[src/rfca_pkg.sv]
package rfca_pkg;

	localparam int CNT_W = 9;
	localparam logic [CNT_W-1:0] CNT_MAX = '1;

	localparam logic [7:0] SC_RDM = 8'hCC;
	localparam logic [7:0] SC_SUB = 8'h01;
	localparam logic [7:0] RESP_MSG_LEN = 8'd24;
	localparam logic [7:0] CMD_GET_RESP = 8'h21;
	localparam logic [15:0] PID_SUPPORTED = 16'h0050;
	localparam logic [CNT_W-1:0] MIN_FRAME_LEN = 9'd5;

	// request byte positions (first byte after break is 1)
	localparam logic [CNT_W-1:0] POS_START = 9'd1;
	localparam logic [CNT_W-1:0] POS_SUB = 9'd2;
	localparam logic [CNT_W-1:0] POS_LEN = 9'd3;
	localparam int POS_DST = 4;
	localparam int POS_SRC = 10;
	localparam logic [CNT_W-1:0] POS_TID = 9'd16;
	localparam int UID_BYTES = 6;

	// response byte positions
	localparam int RESP_LEN = 26;
	localparam int IDX_W = $clog2(RESP_LEN);
	localparam logic [IDX_W-1:0] IDX_CSUM_HI = IDX_W'(RESP_LEN - 2);
	localparam logic [IDX_W-1:0] IDX_LAST = IDX_W'(RESP_LEN - 1);
	localparam int RIDX_SRC = 3;
	localparam int RIDX_DST = 9;
	localparam logic [IDX_W-1:0] RIDX_START = 5'd0;
	localparam logic [IDX_W-1:0] RIDX_SUB = 5'd1;
	localparam logic [IDX_W-1:0] RIDX_LEN = 5'd2;
	localparam logic [IDX_W-1:0] RIDX_TID = 5'd15;
	localparam logic [IDX_W-1:0] RIDX_CMD = 5'd20;
	localparam logic [IDX_W-1:0] RIDX_PID_HI = 5'd21;
	localparam logic [IDX_W-1:0] RIDX_PID_LO = 5'd22;

	localparam int QUEUE_DEPTH = 4;
	localparam int QPTR_W = $clog2(QUEUE_DEPTH);

	typedef struct packed {
		logic [47:0] src_uid;
		logic [47:0] dst_uid;
		logic [7:0]  tid;
	} resp_job_t;

	// body byte of the response, positions 0..23 (checksum handled elsewhere)
	function automatic logic [7:0] resp_byte(input resp_job_t job, input logic [IDX_W-1:0] idx);
		logic [7:0] r;
		r = 8'h00;
		unique case (idx)
			RIDX_START:  r = SC_RDM;
			RIDX_SUB:    r = SC_SUB;
			RIDX_LEN:    r = RESP_MSG_LEN;
			RIDX_TID:    r = job.tid;
			RIDX_CMD:    r = CMD_GET_RESP;
			RIDX_PID_HI: r = PID_SUPPORTED[15:8];
			RIDX_PID_LO: r = PID_SUPPORTED[7:0];
			default:     r = 8'h00;
		endcase
		for (int i = 0; i < UID_BYTES; i++) begin
			if (idx == IDX_W'(RIDX_SRC + i))
				r = job.src_uid[8*(UID_BYTES-1-i) +: 8];
			if (idx == IDX_W'(RIDX_DST + i))
				r = job.dst_uid[8*(UID_BYTES-1-i) +: 8];
		end
		return r;
	endfunction

endpackage

[src/rfca_in_if.sv]
interface rfca_in_if;
	logic       valid;
	logic       ready;
	logic [7:0] rx_byte;
	logic       frame_start;

	modport source (output valid, output rx_byte, output frame_start, input ready);
	modport sink (input valid, input rx_byte, input frame_start, output ready);
endinterface

[src/rfca_out_if.sv]
interface rfca_out_if;
	logic       valid;
	logic       ready;
	logic [7:0] tx_byte;
	logic       tx_last;

	modport source (output valid, output tx_byte, output tx_last, input ready);
	modport sink (input valid, input tx_byte, input tx_last, output ready);
endinterface

[src/rfca_front.sv]
module rfca_front
	import rfca_pkg::*;
(
	input  logic       clk,
	input  logic       arst_n,
	rfca_in_if.sink    rx,
	input  logic       q_full,
	output logic       q_push,
	output resp_job_t  q_job
);

	logic             ok_q, ok_n;
	logic [CNT_W-1:0] cnt_q, cnt_n;
	logic             lk_q, lk_n;
	logic [CNT_W-1:0] flen_q, flen_n;
	resp_job_t        cap_q, cap_n;
	logic             acc, active;

	assign rx.ready = !q_full;
	assign acc = rx.valid && rx.ready;
	assign active = rx.frame_start || ok_q;

	always_comb begin
		ok_n = ok_q;
		cnt_n = cnt_q;
		lk_n = lk_q;
		flen_n = flen_q;
		cap_n = cap_q;
		if (rx.frame_start) begin
			ok_n = 1'b1;
			cnt_n = POS_START;
			lk_n = 1'b0;
			flen_n = '0;
			cap_n = '0;
		end else if (ok_q && cnt_q != CNT_MAX) begin
			cnt_n = cnt_q + 1'b1;
		end
		if (active) begin
			if (cnt_n == POS_START) begin
				if (rx.rx_byte != SC_RDM) ok_n = 1'b0;
			end else if (cnt_n == POS_SUB) begin
				if (rx.rx_byte != SC_SUB) ok_n = 1'b0;
			end else if (cnt_n == POS_LEN) begin
				flen_n = {1'b0, rx.rx_byte} + 9'd2;
				lk_n = 1'b1;
				if (flen_n < MIN_FRAME_LEN) ok_n = 1'b0;
			end else if (cnt_n == POS_TID) begin
				cap_n.tid = rx.rx_byte;
			end
			// UID bytes land at their own position so short frames read zero elsewhere
			for (int i = 0; i < UID_BYTES; i++) begin
				if (cnt_n == CNT_W'(POS_DST + i))
					cap_n.dst_uid[8*(UID_BYTES-1-i) +: 8] = rx.rx_byte;
				if (cnt_n == CNT_W'(POS_SRC + i))
					cap_n.src_uid[8*(UID_BYTES-1-i) +: 8] = rx.rx_byte;
			end
		end
	end

	assign q_push = acc && active && ok_n && lk_n && (cnt_n == flen_n);
	assign q_job = cap_n;

	always_ff @(posedge clk or negedge arst_n) begin
		if (!arst_n) begin
			ok_q <= 1'b0;
			cnt_q <= '0;
			lk_q <= 1'b0;
			flen_q <= '0;
			cap_q <= '0;
		end else if (acc) begin
			ok_q <= ok_n;
			cnt_q <= cnt_n;
			lk_q <= lk_n;
			flen_q <= flen_n;
			cap_q <= cap_n;
		end
	end

endmodule

[src/rfca_queue.sv]
module rfca_queue
	import rfca_pkg::*;
(
	input  logic      clk,
	input  logic      arst_n,
	input  logic      push,
	input  resp_job_t wr_job,
	output logic      full,
	input  logic      pop,
	output logic      nonempty,
	output resp_job_t rd_job
);

	resp_job_t         mem [QUEUE_DEPTH];
	logic [QPTR_W-1:0] wr_ptr_q, rd_ptr_q;
	logic [QPTR_W:0]   count_q;
	logic              do_push, do_pop;

	assign full = (count_q == (QPTR_W+1)'(QUEUE_DEPTH));
	assign nonempty = (count_q != '0);
	assign do_push = push && !full;
	assign do_pop = pop && nonempty;
	assign rd_job = mem[rd_ptr_q];

	always_ff @(posedge clk) begin
		if (do_push) mem[wr_ptr_q] <= wr_job;
	end

	always_ff @(posedge clk or negedge arst_n) begin
		if (!arst_n) begin
			wr_ptr_q <= '0;
			rd_ptr_q <= '0;
			count_q <= '0;
		end else begin
			if (do_push) wr_ptr_q <= wr_ptr_q + 1'b1;
			if (do_pop) rd_ptr_q <= rd_ptr_q + 1'b1;
			if (do_push && !do_pop) count_q <= count_q + 1'b1;
			else if (do_pop && !do_push) count_q <= count_q - 1'b1;
		end
	end

endmodule

[src/rfca_back.sv]
module rfca_back
	import rfca_pkg::*;
(
	input  logic       clk,
	input  logic       arst_n,
	input  logic       q_nonempty,
	input  resp_job_t  q_job,
	output logic       q_pop,
	rfca_out_if.source tx
);

	resp_job_t        job_q;
	logic             busy_q;
	logic [IDX_W-1:0] idx_q;
	logic [15:0]      sum_q;
	logic             out_valid_q;
	logic [7:0]       out_byte_q;
	logic             out_last_q;
	logic             load, last_load;
	logic [7:0]       body_byte, next_byte;

	assign load = busy_q && (!out_valid_q || tx.ready);
	assign last_load = load && (idx_q == IDX_LAST);
	assign q_pop = q_nonempty && (!busy_q || last_load);

	assign body_byte = resp_byte(job_q, idx_q);

	always_comb begin
		if (idx_q == IDX_CSUM_HI) next_byte = sum_q[15:8];
		else if (idx_q == IDX_LAST) next_byte = sum_q[7:0];
		else next_byte = body_byte;
	end

	always_ff @(posedge clk or negedge arst_n) begin
		if (!arst_n) begin
			busy_q <= 1'b0;
			idx_q <= '0;
			out_valid_q <= 1'b0;
		end else begin
			if (q_pop) begin
				busy_q <= 1'b1;
				idx_q <= '0;
			end else if (last_load) begin
				busy_q <= 1'b0;
			end else if (load) begin
				idx_q <= idx_q + 1'b1;
			end
			if (load) out_valid_q <= 1'b1;
			else if (tx.ready) out_valid_q <= 1'b0;
		end
	end

	// payload side: job, running checksum, output byte
	always_ff @(posedge clk) begin
		if (q_pop) begin
			job_q <= q_job;
			sum_q <= '0;
		end else if (load && idx_q < IDX_CSUM_HI) begin
			sum_q <= sum_q + {8'h00, body_byte};
		end
		if (load) begin
			out_byte_q <= next_byte;
			out_last_q <= (idx_q == IDX_LAST);
		end
	end

	assign tx.valid = out_valid_q;
	assign tx.tx_byte = out_byte_q;
	assign tx.tx_last = out_last_q;

endmodule

[src/rdm_frame_check_and_ack.sv]
// RDM request checker and responder. Request bytes enter on rx one per cycle
// while rx is ready; frame_start marks the first byte after a break. A frame
// with start code CC, sub-start code 01 and a frame length (message length plus
// two) of at least five answers, when its last byte arrives, with a 26-byte ACK
// to GET SUPPORTED_PARAMETERS on tx, UIDs swapped, transaction number echoed and
// the additive checksum last (tx_last set on its low byte). The response leaves
// at one byte per cycle while tx is ready, once the job has passed through the
// queue, the sender's job register and its output byte register.
// Up to four answers wait in a queue between the parser and the sender; rx
// ready drops only while that queue is full.
module rdm_frame_check_and_ack
	import rfca_pkg::*;
(
	input  logic       clk,
	input  logic       arst_n,
	rfca_in_if.sink    rx,
	rfca_out_if.source tx
);

	logic      q_push, q_full, q_pop, q_nonempty;
	resp_job_t q_wr_job, q_rd_job;

	rfca_front u_front (
		.clk    (clk),
		.arst_n (arst_n),
		.rx     (rx),
		.q_full (q_full),
		.q_push (q_push),
		.q_job  (q_wr_job)
	);

	rfca_queue u_queue (
		.clk      (clk),
		.arst_n   (arst_n),
		.push     (q_push),
		.wr_job   (q_wr_job),
		.full     (q_full),
		.pop      (q_pop),
		.nonempty (q_nonempty),
		.rd_job   (q_rd_job)
	);

	rfca_back u_back (
		.clk        (clk),
		.arst_n     (arst_n),
		.q_nonempty (q_nonempty),
		.q_job      (q_rd_job),
		.q_pop      (q_pop),
		.tx         (tx)
	);

endmodule
[src/flat_wrapper.sv]
// flat-port wrapper written by rule: the top's interface ports become plain ports
module rdm_frame_check_and_ack_flat import rfca_pkg::*;
  (clk, arst_n, rx_valid, rx_rx_byte, rx_frame_start, rx_ready, tx_valid, tx_tx_byte, tx_tx_last, tx_ready);
  rfca_in_if rx_i ();
  rfca_out_if tx_i ();
  input  logic clk;
  input  logic arst_n;
  input wire logic [$bits(rx_i.valid)-1:0] rx_valid;
  input wire logic [$bits(rx_i.rx_byte)-1:0] rx_rx_byte;
  input wire logic [$bits(rx_i.frame_start)-1:0] rx_frame_start;
  output wire logic [$bits(rx_i.ready)-1:0] rx_ready;
  output wire logic [$bits(tx_i.valid)-1:0] tx_valid;
  output wire logic [$bits(tx_i.tx_byte)-1:0] tx_tx_byte;
  output wire logic [$bits(tx_i.tx_last)-1:0] tx_tx_last;
  input wire logic [$bits(tx_i.ready)-1:0] tx_ready;
  assign rx_i.valid = rx_valid;
  assign rx_i.rx_byte = rx_rx_byte;
  assign rx_i.frame_start = rx_frame_start;
  assign rx_ready = rx_i.ready;
  assign tx_valid = tx_i.valid;
  assign tx_tx_byte = tx_i.tx_byte;
  assign tx_tx_last = tx_i.tx_last;
  assign tx_i.ready = tx_ready;
  rdm_frame_check_and_ack u_core (.clk(clk), .arst_n(arst_n), .rx(rx_i), .tx(tx_i));
endmodule
[config.mk]
export PLATFORM = sky130hd
export DESIGN_NAME = rdm_frame_check_and_ack_flat
export DESIGN_NICKNAME = d
export VERILOG_FILES = /design/src/rfca_pkg.sv /design/src/rfca_in_if.sv /design/src/rfca_out_if.sv /design/src/rfca_front.sv /design/src/rfca_queue.sv /design/src/rfca_back.sv /design/src/rdm_frame_check_and_ack.sv /design/src/flat_wrapper.sv
export SDC_FILE = /design/constraint.sdc
export NUM_CORES = 1
export LEC_CHECK = 0
export ABC_AREA = 1
export ABC_CLOCK_PERIOD_IN_PS = 7900
export BUFFER_PORTS_ARGS = -buffer_cell sky130_fd_sc_hd__buf_2
export CORE_MARGIN = 4
export CORE_UTILIZATION = 60
export DETAILED_ROUTE_END_ITERATION = 16
export PLACE_DENSITY = 0.73
export SETUP_SLACK_MARGIN = 0.02
export SLEW_MARGIN = 25
export SYNTH_ARGS = -nofsm -noshare
export SYNTH_HDL_FRONTEND = slang
export SYNTH_SLANG_ARGS = --single-unit
[constraint.sdc]
create_clock -name clk -period 7.9 [get_ports clk]
set_input_delay 1.58 -clock clk [delete_from_list [all_inputs] [get_ports clk]]
set_output_delay 1.58 -clock clk [all_outputs]
set_load 0.01 [all_outputs]
; ---- Word level (Yosys, flattened, before mapping)
; Memories as Yosys holds them, arrays and structs flattened. A register that Yosys moved wholly into a read port is not among the register bits.
; Index checks and enable logic that the tools add are counted.
[totals]
latchBits = 0
romBits = 0
ram_bits = 416
regBits = 163
mem_count = 1
input_bits = 13
out_inout_bits = 11
word_cells = 161
[classes]
eq_ne = 41
shift = 0
div = 0
order_cmp = 2
bitwise = 0
multipliers = 0
reduce_logical = 29
n_addsub = 8
muxes = 64
[mem_list]
columns = memory, words, width, read_ports, rd_clocked_by_memory_dff, wr, line_no
row1 = u_core.u_queue.mem, 4, 104, 1, 1, 1, rfca_queue.sv:14  ; resp_job_t mem [QUEUE_DEPTH];
[op_table]
columns = op, n
row1 = $mux 8, 30
row2 = $mux 104, 2
row3 = $eq 9x4->1 const B, 8
row4 = $mux 9, 7
row5 = $pmux 8 s6, 1
row6 = $eq 5x4->1 const B, 8
row7 = $eq 9x3->1 const B, 4
row8 = $eq 5x3->1 const B, 4
row9 = $eq 5x5->1 const B, 4
row10 = $mux 1, 19
row11 = $eq 9x2->1 const B, 2
row12 = $add 16x8->16, 1
row13 = $mux 5, 3
row14 = $logic_and 1x1->1, 14
row15 = $eq 5x2->1 const B, 2
row16 = $add 8x2->9 const B, 1
row17 = $add 9x1->9 const B, 1
row18 = $eq 9x1->1 const B, 1
row19 = $eq 9x5->1 const B, 1
row20 = $eq 9x9->1, 1
row21 = $lt 9x3->1 const B, 1
row22 = $ne 9x9->1 const B, 1
row23 = $ne 8x1->1 const B, 1
row24 = $ne 8x8->1 const B, 1
row25 = other kinds (15), 26

; ---- Logic depth before layout (Yosys ltp)
[depth]
depth_word = 17
ltp_mapped = 37
depth_no_buf = 36

; ---- Modules after synthesis
; From an unflattened synthesis, not the netlist that was laid out.
[hier_totals]
cells_unflattened = 3019
area_unflattened_um2 = 30730.7
[modules_own_cells]
columns = module, cells_per_inst, n_inst, area_each_um2, seq_area_each_um2
row1 = rfca_queue, 1274, 1, 16834.9, 12667.1
row2 = rfca_front, 1055, 1, 7408.4, 3103.0
row3 = rfca_back, 690, 1, 6487.5, 3888.7

; ---- Worst setup path after synthesis
; OpenSTA, ideal clock, no wires.
[synth_path]
path_kind = input to register
startpoint = in rx_rx_byte[3]
endpoint = mem u_core.u_queue.mem[0][0] (netlist name) (enable)
setup_ps = 548
arrival_time_ps = 7110
setup_slack_ps = 242
stages = 14
required_ps = 7352
cell_sequence = buf_4 -> clkinv_1 -> nor3_1 -> nand3_1 -> xor2_1 -> nand2_1 -> nor2_1 -> nand4_1 -> nand2_1 -> nor2_1 -> nand3_1 -> nor2_2 -> nand3_4 -> nor3b_2
[synth_via]
elab_chain_cells = 13
word_cells_on_any_way = 22
[synth_rtl]
columns = element, line_no
row1 = from (decl), flat_wrapper.sv:9  ; input wire logic [$bits(rx_i.rx_byte)-1:0] rx_rx_byte;
row2 = $add 8x2->9, rfca_front.sv:44  ; flen_n = {1'b0, rx.rx_byte} + 9'd2;
row3 = $lt 9x3->1, rfca_front.sv:46  ; if (flen_n < MIN_FRAME_LEN) ok_n = 1'b0;
row4 = $mux 1, rfca_front.sv:46
row5 = $mux 1, rfca_front.sv:43  ; end else if (cnt_n == POS_LEN) begin
row6 = $mux 1, rfca_front.sv:41  ; end else if (cnt_n == POS_SUB) begin
row7 = $mux 1, rfca_front.sv:39  ; if (cnt_n == POS_START) begin
row8 = $mux 1, rfca_front.sv:38  ; if (active) begin
row9 = $logic_and 1x1->1 (2 in series), rfca_front.sv:60  ; assign q_push = acc && active && ok_n && lk_n && (cnt_n == flen_n);
row10 = $logic_and 1x1->1 (*), rfca_front.sv:60
row11 = $logic_and 1x1->1 (*), rfca_queue.sv:21  ; assign do_push = push && !full;
row12 = $mux 1 (*), rfca_queue.sv:26  ; if (do_push) mem[wr_ptr_q] <= wr_job;
row13 = $mux 1 (not written as such) (*), rfca_queue.sv:26
row14 = to (decl), rfca_queue.sv:14
; Mark *: on every way between the ends. The rest lies on a longest branch, timed or not.

; ---- Final worst setup path
[layout_path]
startpoint = reg u_core.u_back.idx_q[0]
endpoint = reg u_core.u_back.sum_q[13]
[layout_via]
elab_chain_cells = 15
word_cells_on_any_way = 38
[layout_rtl]
columns = element, line_no
row1 = from (decl), rfca_back.sv:14  ; logic [IDX_W-1:0] idx_q;
row2 = from (signal assigned), rfca_back.sv:46  ; idx_q <= idx_q + 1'b1;
row3 = $eq 5x5->1 (tied with other cells), rfca_pkg.sv:50  ; unique case (idx)
row4 = $pmux 8 s6, rfca_pkg.sv:50
row5 = $mux 8, rfca_pkg.sv:61  ; if (idx == IDX_W'(RIDX_SRC + i))
row6 = $mux 8, rfca_pkg.sv:63  ; if (idx == IDX_W'(RIDX_DST + i))
row7 = $mux 8, rfca_pkg.sv:61
row8 = $mux 8, rfca_pkg.sv:63
row9 = $mux 8, rfca_pkg.sv:61
row10 = $mux 8, rfca_pkg.sv:63
row11 = $mux 8, rfca_pkg.sv:61
row12 = $mux 8, rfca_pkg.sv:63
row13 = $mux 8, rfca_pkg.sv:61
row14 = $mux 8, rfca_pkg.sv:63
row15 = $mux 8, rfca_pkg.sv:61
row16 = $mux 8, rfca_pkg.sv:63
row17 = $add 16x8->16, rfca_back.sv:59  ; sum_q <= sum_q + {8'h00, body_byte};
row18 = to (signal assigned), rfca_back.sv:59
row19 = to (decl), rfca_back.sv:15  ; logic [15:0] sum_q;
; Parallel ways exist; a longest one is shown, timed or not.
; A chain may end at the register's enable or synchronous reset.

==> results.md <==
- Layout area overhead: 9.52%
- H-tree Lvls: 3
- Sequential element share of the synthesized area: 0.664
- Yosys top cell area share: 0.537
- Antenna diodes: 0
- Commonest non-fill, non-tap cell in the layout: nand2_1
- First-pass GRT wire length: 116000 um
- Most Frequent Cell on Critical Path: nand2_1
- Final RePlAce weighted congestion: 0.871
- CTS clk-pin slew, worst paths: 0.07 ns
- Syn. warnings: 0
- # clock sinks: 683
- Synth top area cells: edfxtp_1, dfrtp_1, nand2_1
- NumNets Final: 2793
- Util after Layout: 0.663
- 1st-pass router iterations: 5
- Critical Path Start Type: flip-flop
- Final instance area: 0.0324 mm^2
- Max Slew Vio Count: 0
- Max Cap Viol: 0
- Syn Area/Cell: 10.6 um^2
- Port Buffers: 23
- TNS Setup: 0 ns
- Tcrit/Tclk final: 0.653
- Max VDD drop: 0.230 mV
- Synth Register Bits: 683
- Crit-path slowest cell: nor2_1
- Hold-fix buffers, CTS: 0
- Slew HR: 0.272
- Finished Layout Cells: 3475
- Hold Crit Class: reg -> reg
- Core box area: 0.0488 mm^2
- DP HPWL: 44100 um
- Largest net degree at the start of global routing: 116
- CP peak stage delay: 0.84 ns
- Worst EP arrival: 5.63 ns
- Req. time, crit path: 8.37 ns
- Critical path type: reg -> reg
- Tot Pwr: 10.6 mW
- Crit path max-delay family: simple AND/OR/NAND/NOR gates
- RSZ-0062 raised after global routing: no
- Die Height: 230 um
- Worst skew pair latency: 0.61 ns
- Achievable Freq: 194 MHz
- Area after DPL: 0.0302 mm^2
- Row count: 81
- Syn Nets: 2822
- Vias per Instance: 6.06
- Buf/Inv on CP: 7
- CTS tree: done
- Global Route Usage Sum: 0.282
- Commonest non-fill, non-tap cells in the layout: nand2_1, edfxtp_1, o21ai_0
- Min Tclk post-route: 5.16 ns
- Iteration-0 DRC count of the detailed router: 2139
- Die ar.: 0.0529 mm^2
- Largest area contributor in the netlist: edfxtp_1
- Post-CTS setup buffers: 0
- Leak: 12.5 nW
- Setup violators final: 0
- Final hold vios: 0
- Post-route ant nets: 0
- GRT Residual Overflow: 0
- Clk buf depth: 3
- Crit. End Element: flip-flop
- Layout cell share with drive strength beyond 1: 0.0857
- I/O pin count: 24
- Synth Instances: 2783
- Clock root buffer: clkbuf_16
- Initial antenna violation count: 3
- Drc violations: 0
- Outcome: finished clean
- Crit Path Max Fanout: 9
- Netlist Area Pre-Place: 0.0296 mm^2
- Clk_skew: 0.0366 ns
- Width of the die: 230 um
- DRT Wirelength: 75100 um
- Worst slew pin tran: 1.09 ns
- Placed insts: 3346
- Per-cell routed wire length: 21.6 um
- Vias in the first global route: 20400
- Num CTS Buffers: 70
- Power Dens Cells: 326 mW/mm^2
- Initial core utilization: 0.606
- Post-CTS resize count: 0
- DR vias: 21000
- Cell variety after synth: 54
-- worst paths after layout --
check | from | to | slack, ns | depth (start not counted)
max | u_core.u_back.idx_q[0] | u_core.u_back.sum_q[13] | 2.74 | 33
min reg2reg | u_core.u_front.cap_q[86] | u_core.u_front.cap_q[86] | 0.48 | 2
min in group asynchronous | arst_n | u_core.u_back.idx_q[4] | 1.04 | 1
min | u_core.u_front.cap_q[86] | u_core.u_front.cap_q[86] | 0.48 | 2
max reg2reg | u_core.u_back.idx_q[0] | u_core.u_back.sum_q[13] | 2.74 | 33
max in group asynchronous | arst_n | u_core.u_front.cap_q[30] | 5.44 | 2
-- worst reg2reg max path, delay by kind of cell, from the launching register on --
kind	cells	cell delay [ns]
simple gates	20	2.42
buf+inv	7	0.95
flops	1	0.41
compound gates	3	0.59
fa+ha+maj	2	0.53
xor+xnor	1	0.13
-- flip-flops by register name, indices dropped and copies added (netlist names), 2 cells and up --
signal / flops
u_core.u_queue.mem: 416
u_core.u_front.flen_q: 9
u_core.u_back.sum_q: 16
u_core.u_back.tx.tx_byte: 8
u_core.u_front.cnt_q: 9
u_core.u_back.job_q: 104
u_core.u_front.cap_q: 104
u_core.u_queue.count_q: 3
u_core.u_queue.rd_ptr_q: 2
u_core.u_queue.wr_ptr_q: 2
u_core.u_back.idx_q: 5
-- per-layer routing --
metal,vias to the layer above,GRT usage,wire (um),part of all wire
li1,9595,-,-,-
met1,10200,0.397,30600,0.41
met2,1048,0.454,35400,0.47
met3,151,0.0442,6860,0.091
met4,2,0.100,2160,0.029
met5,-,0,13,0.00017
-- cell usage after synthesis, drive strengths merged --
master / instances
nor3b: 4
nor3: 16
o21bai: 7
buf: 31
fa: 2
dfrtp: 138
inv: 205
o221a: 1
edfxtp: 529
or2: 20
o21a: 2
o21ai: 419
dfxtp: 16
a41oi: 7
nand2: 575
clkinv: 2
nand3b: 2
o211ai: 13
o22ai: 128
mux2: 1
o31ai: 1
a21boi: 1
a21oi: 17
nor4: 2
nor2: 299
xnor2: 3
nand3: 167
a31oi: 6
xor2: 11
ha: 24
nand4: 15
a211oi: 1
a211o: 1
clkbuf: 117
-- kinds of logic (layout without fill, tap and decap cells) --
kind of cell / Yosys count / in the layout / share of synthesized area
and+or+nand+nor: 1100 / 1100 / 0.160
buffers and inverters: 355 / 383 / 0.0465
DFF: 683 / 683 / 0.664
AOI/OAI and AO/OA: 604 / 604 / 0.113
muxes: 1 / 1 / 0.000380
adders and majority gates: 26 / 26 / 0.0115
xor gates and xnor gates: 14 / 14 / 0.00414
-- power by group --
group / switching (mW) / total [mW] / leakage, nW / internal, mW
logic: 2.10 / 3.02 / 4.43 / 0.921
registers: 0.190 / 4.37 / 6.98 / 4.18
clock network: 1.36 / 3.17 / 1.06 / 1.81
total: 3.65 / 10.6 / 12.5 / 6.91
-- area by class of cell --
type                       instances  area (um^2)
inverter                         207          786
clock inverter                    33          264
multi-input combinational       1745         8610
tap                              664          831
fill                            3638        16400
timing repair buffer              47          334
clock buffer                      96         1920
sequential                       683        19700
-- metrics by stage --
step / setup WS [ns] / hold WS [ns]
floorplan: 0.242 / 0.439
global placement: 2.23 / 0.452
detailed placement: 2.22 / 0.466
CTS: 2.81 / 0.481
global route: 2.14 / 0.498
finish: 2.74 / 0.481
No activity file was read; power rests on OpenSTA's default activity.
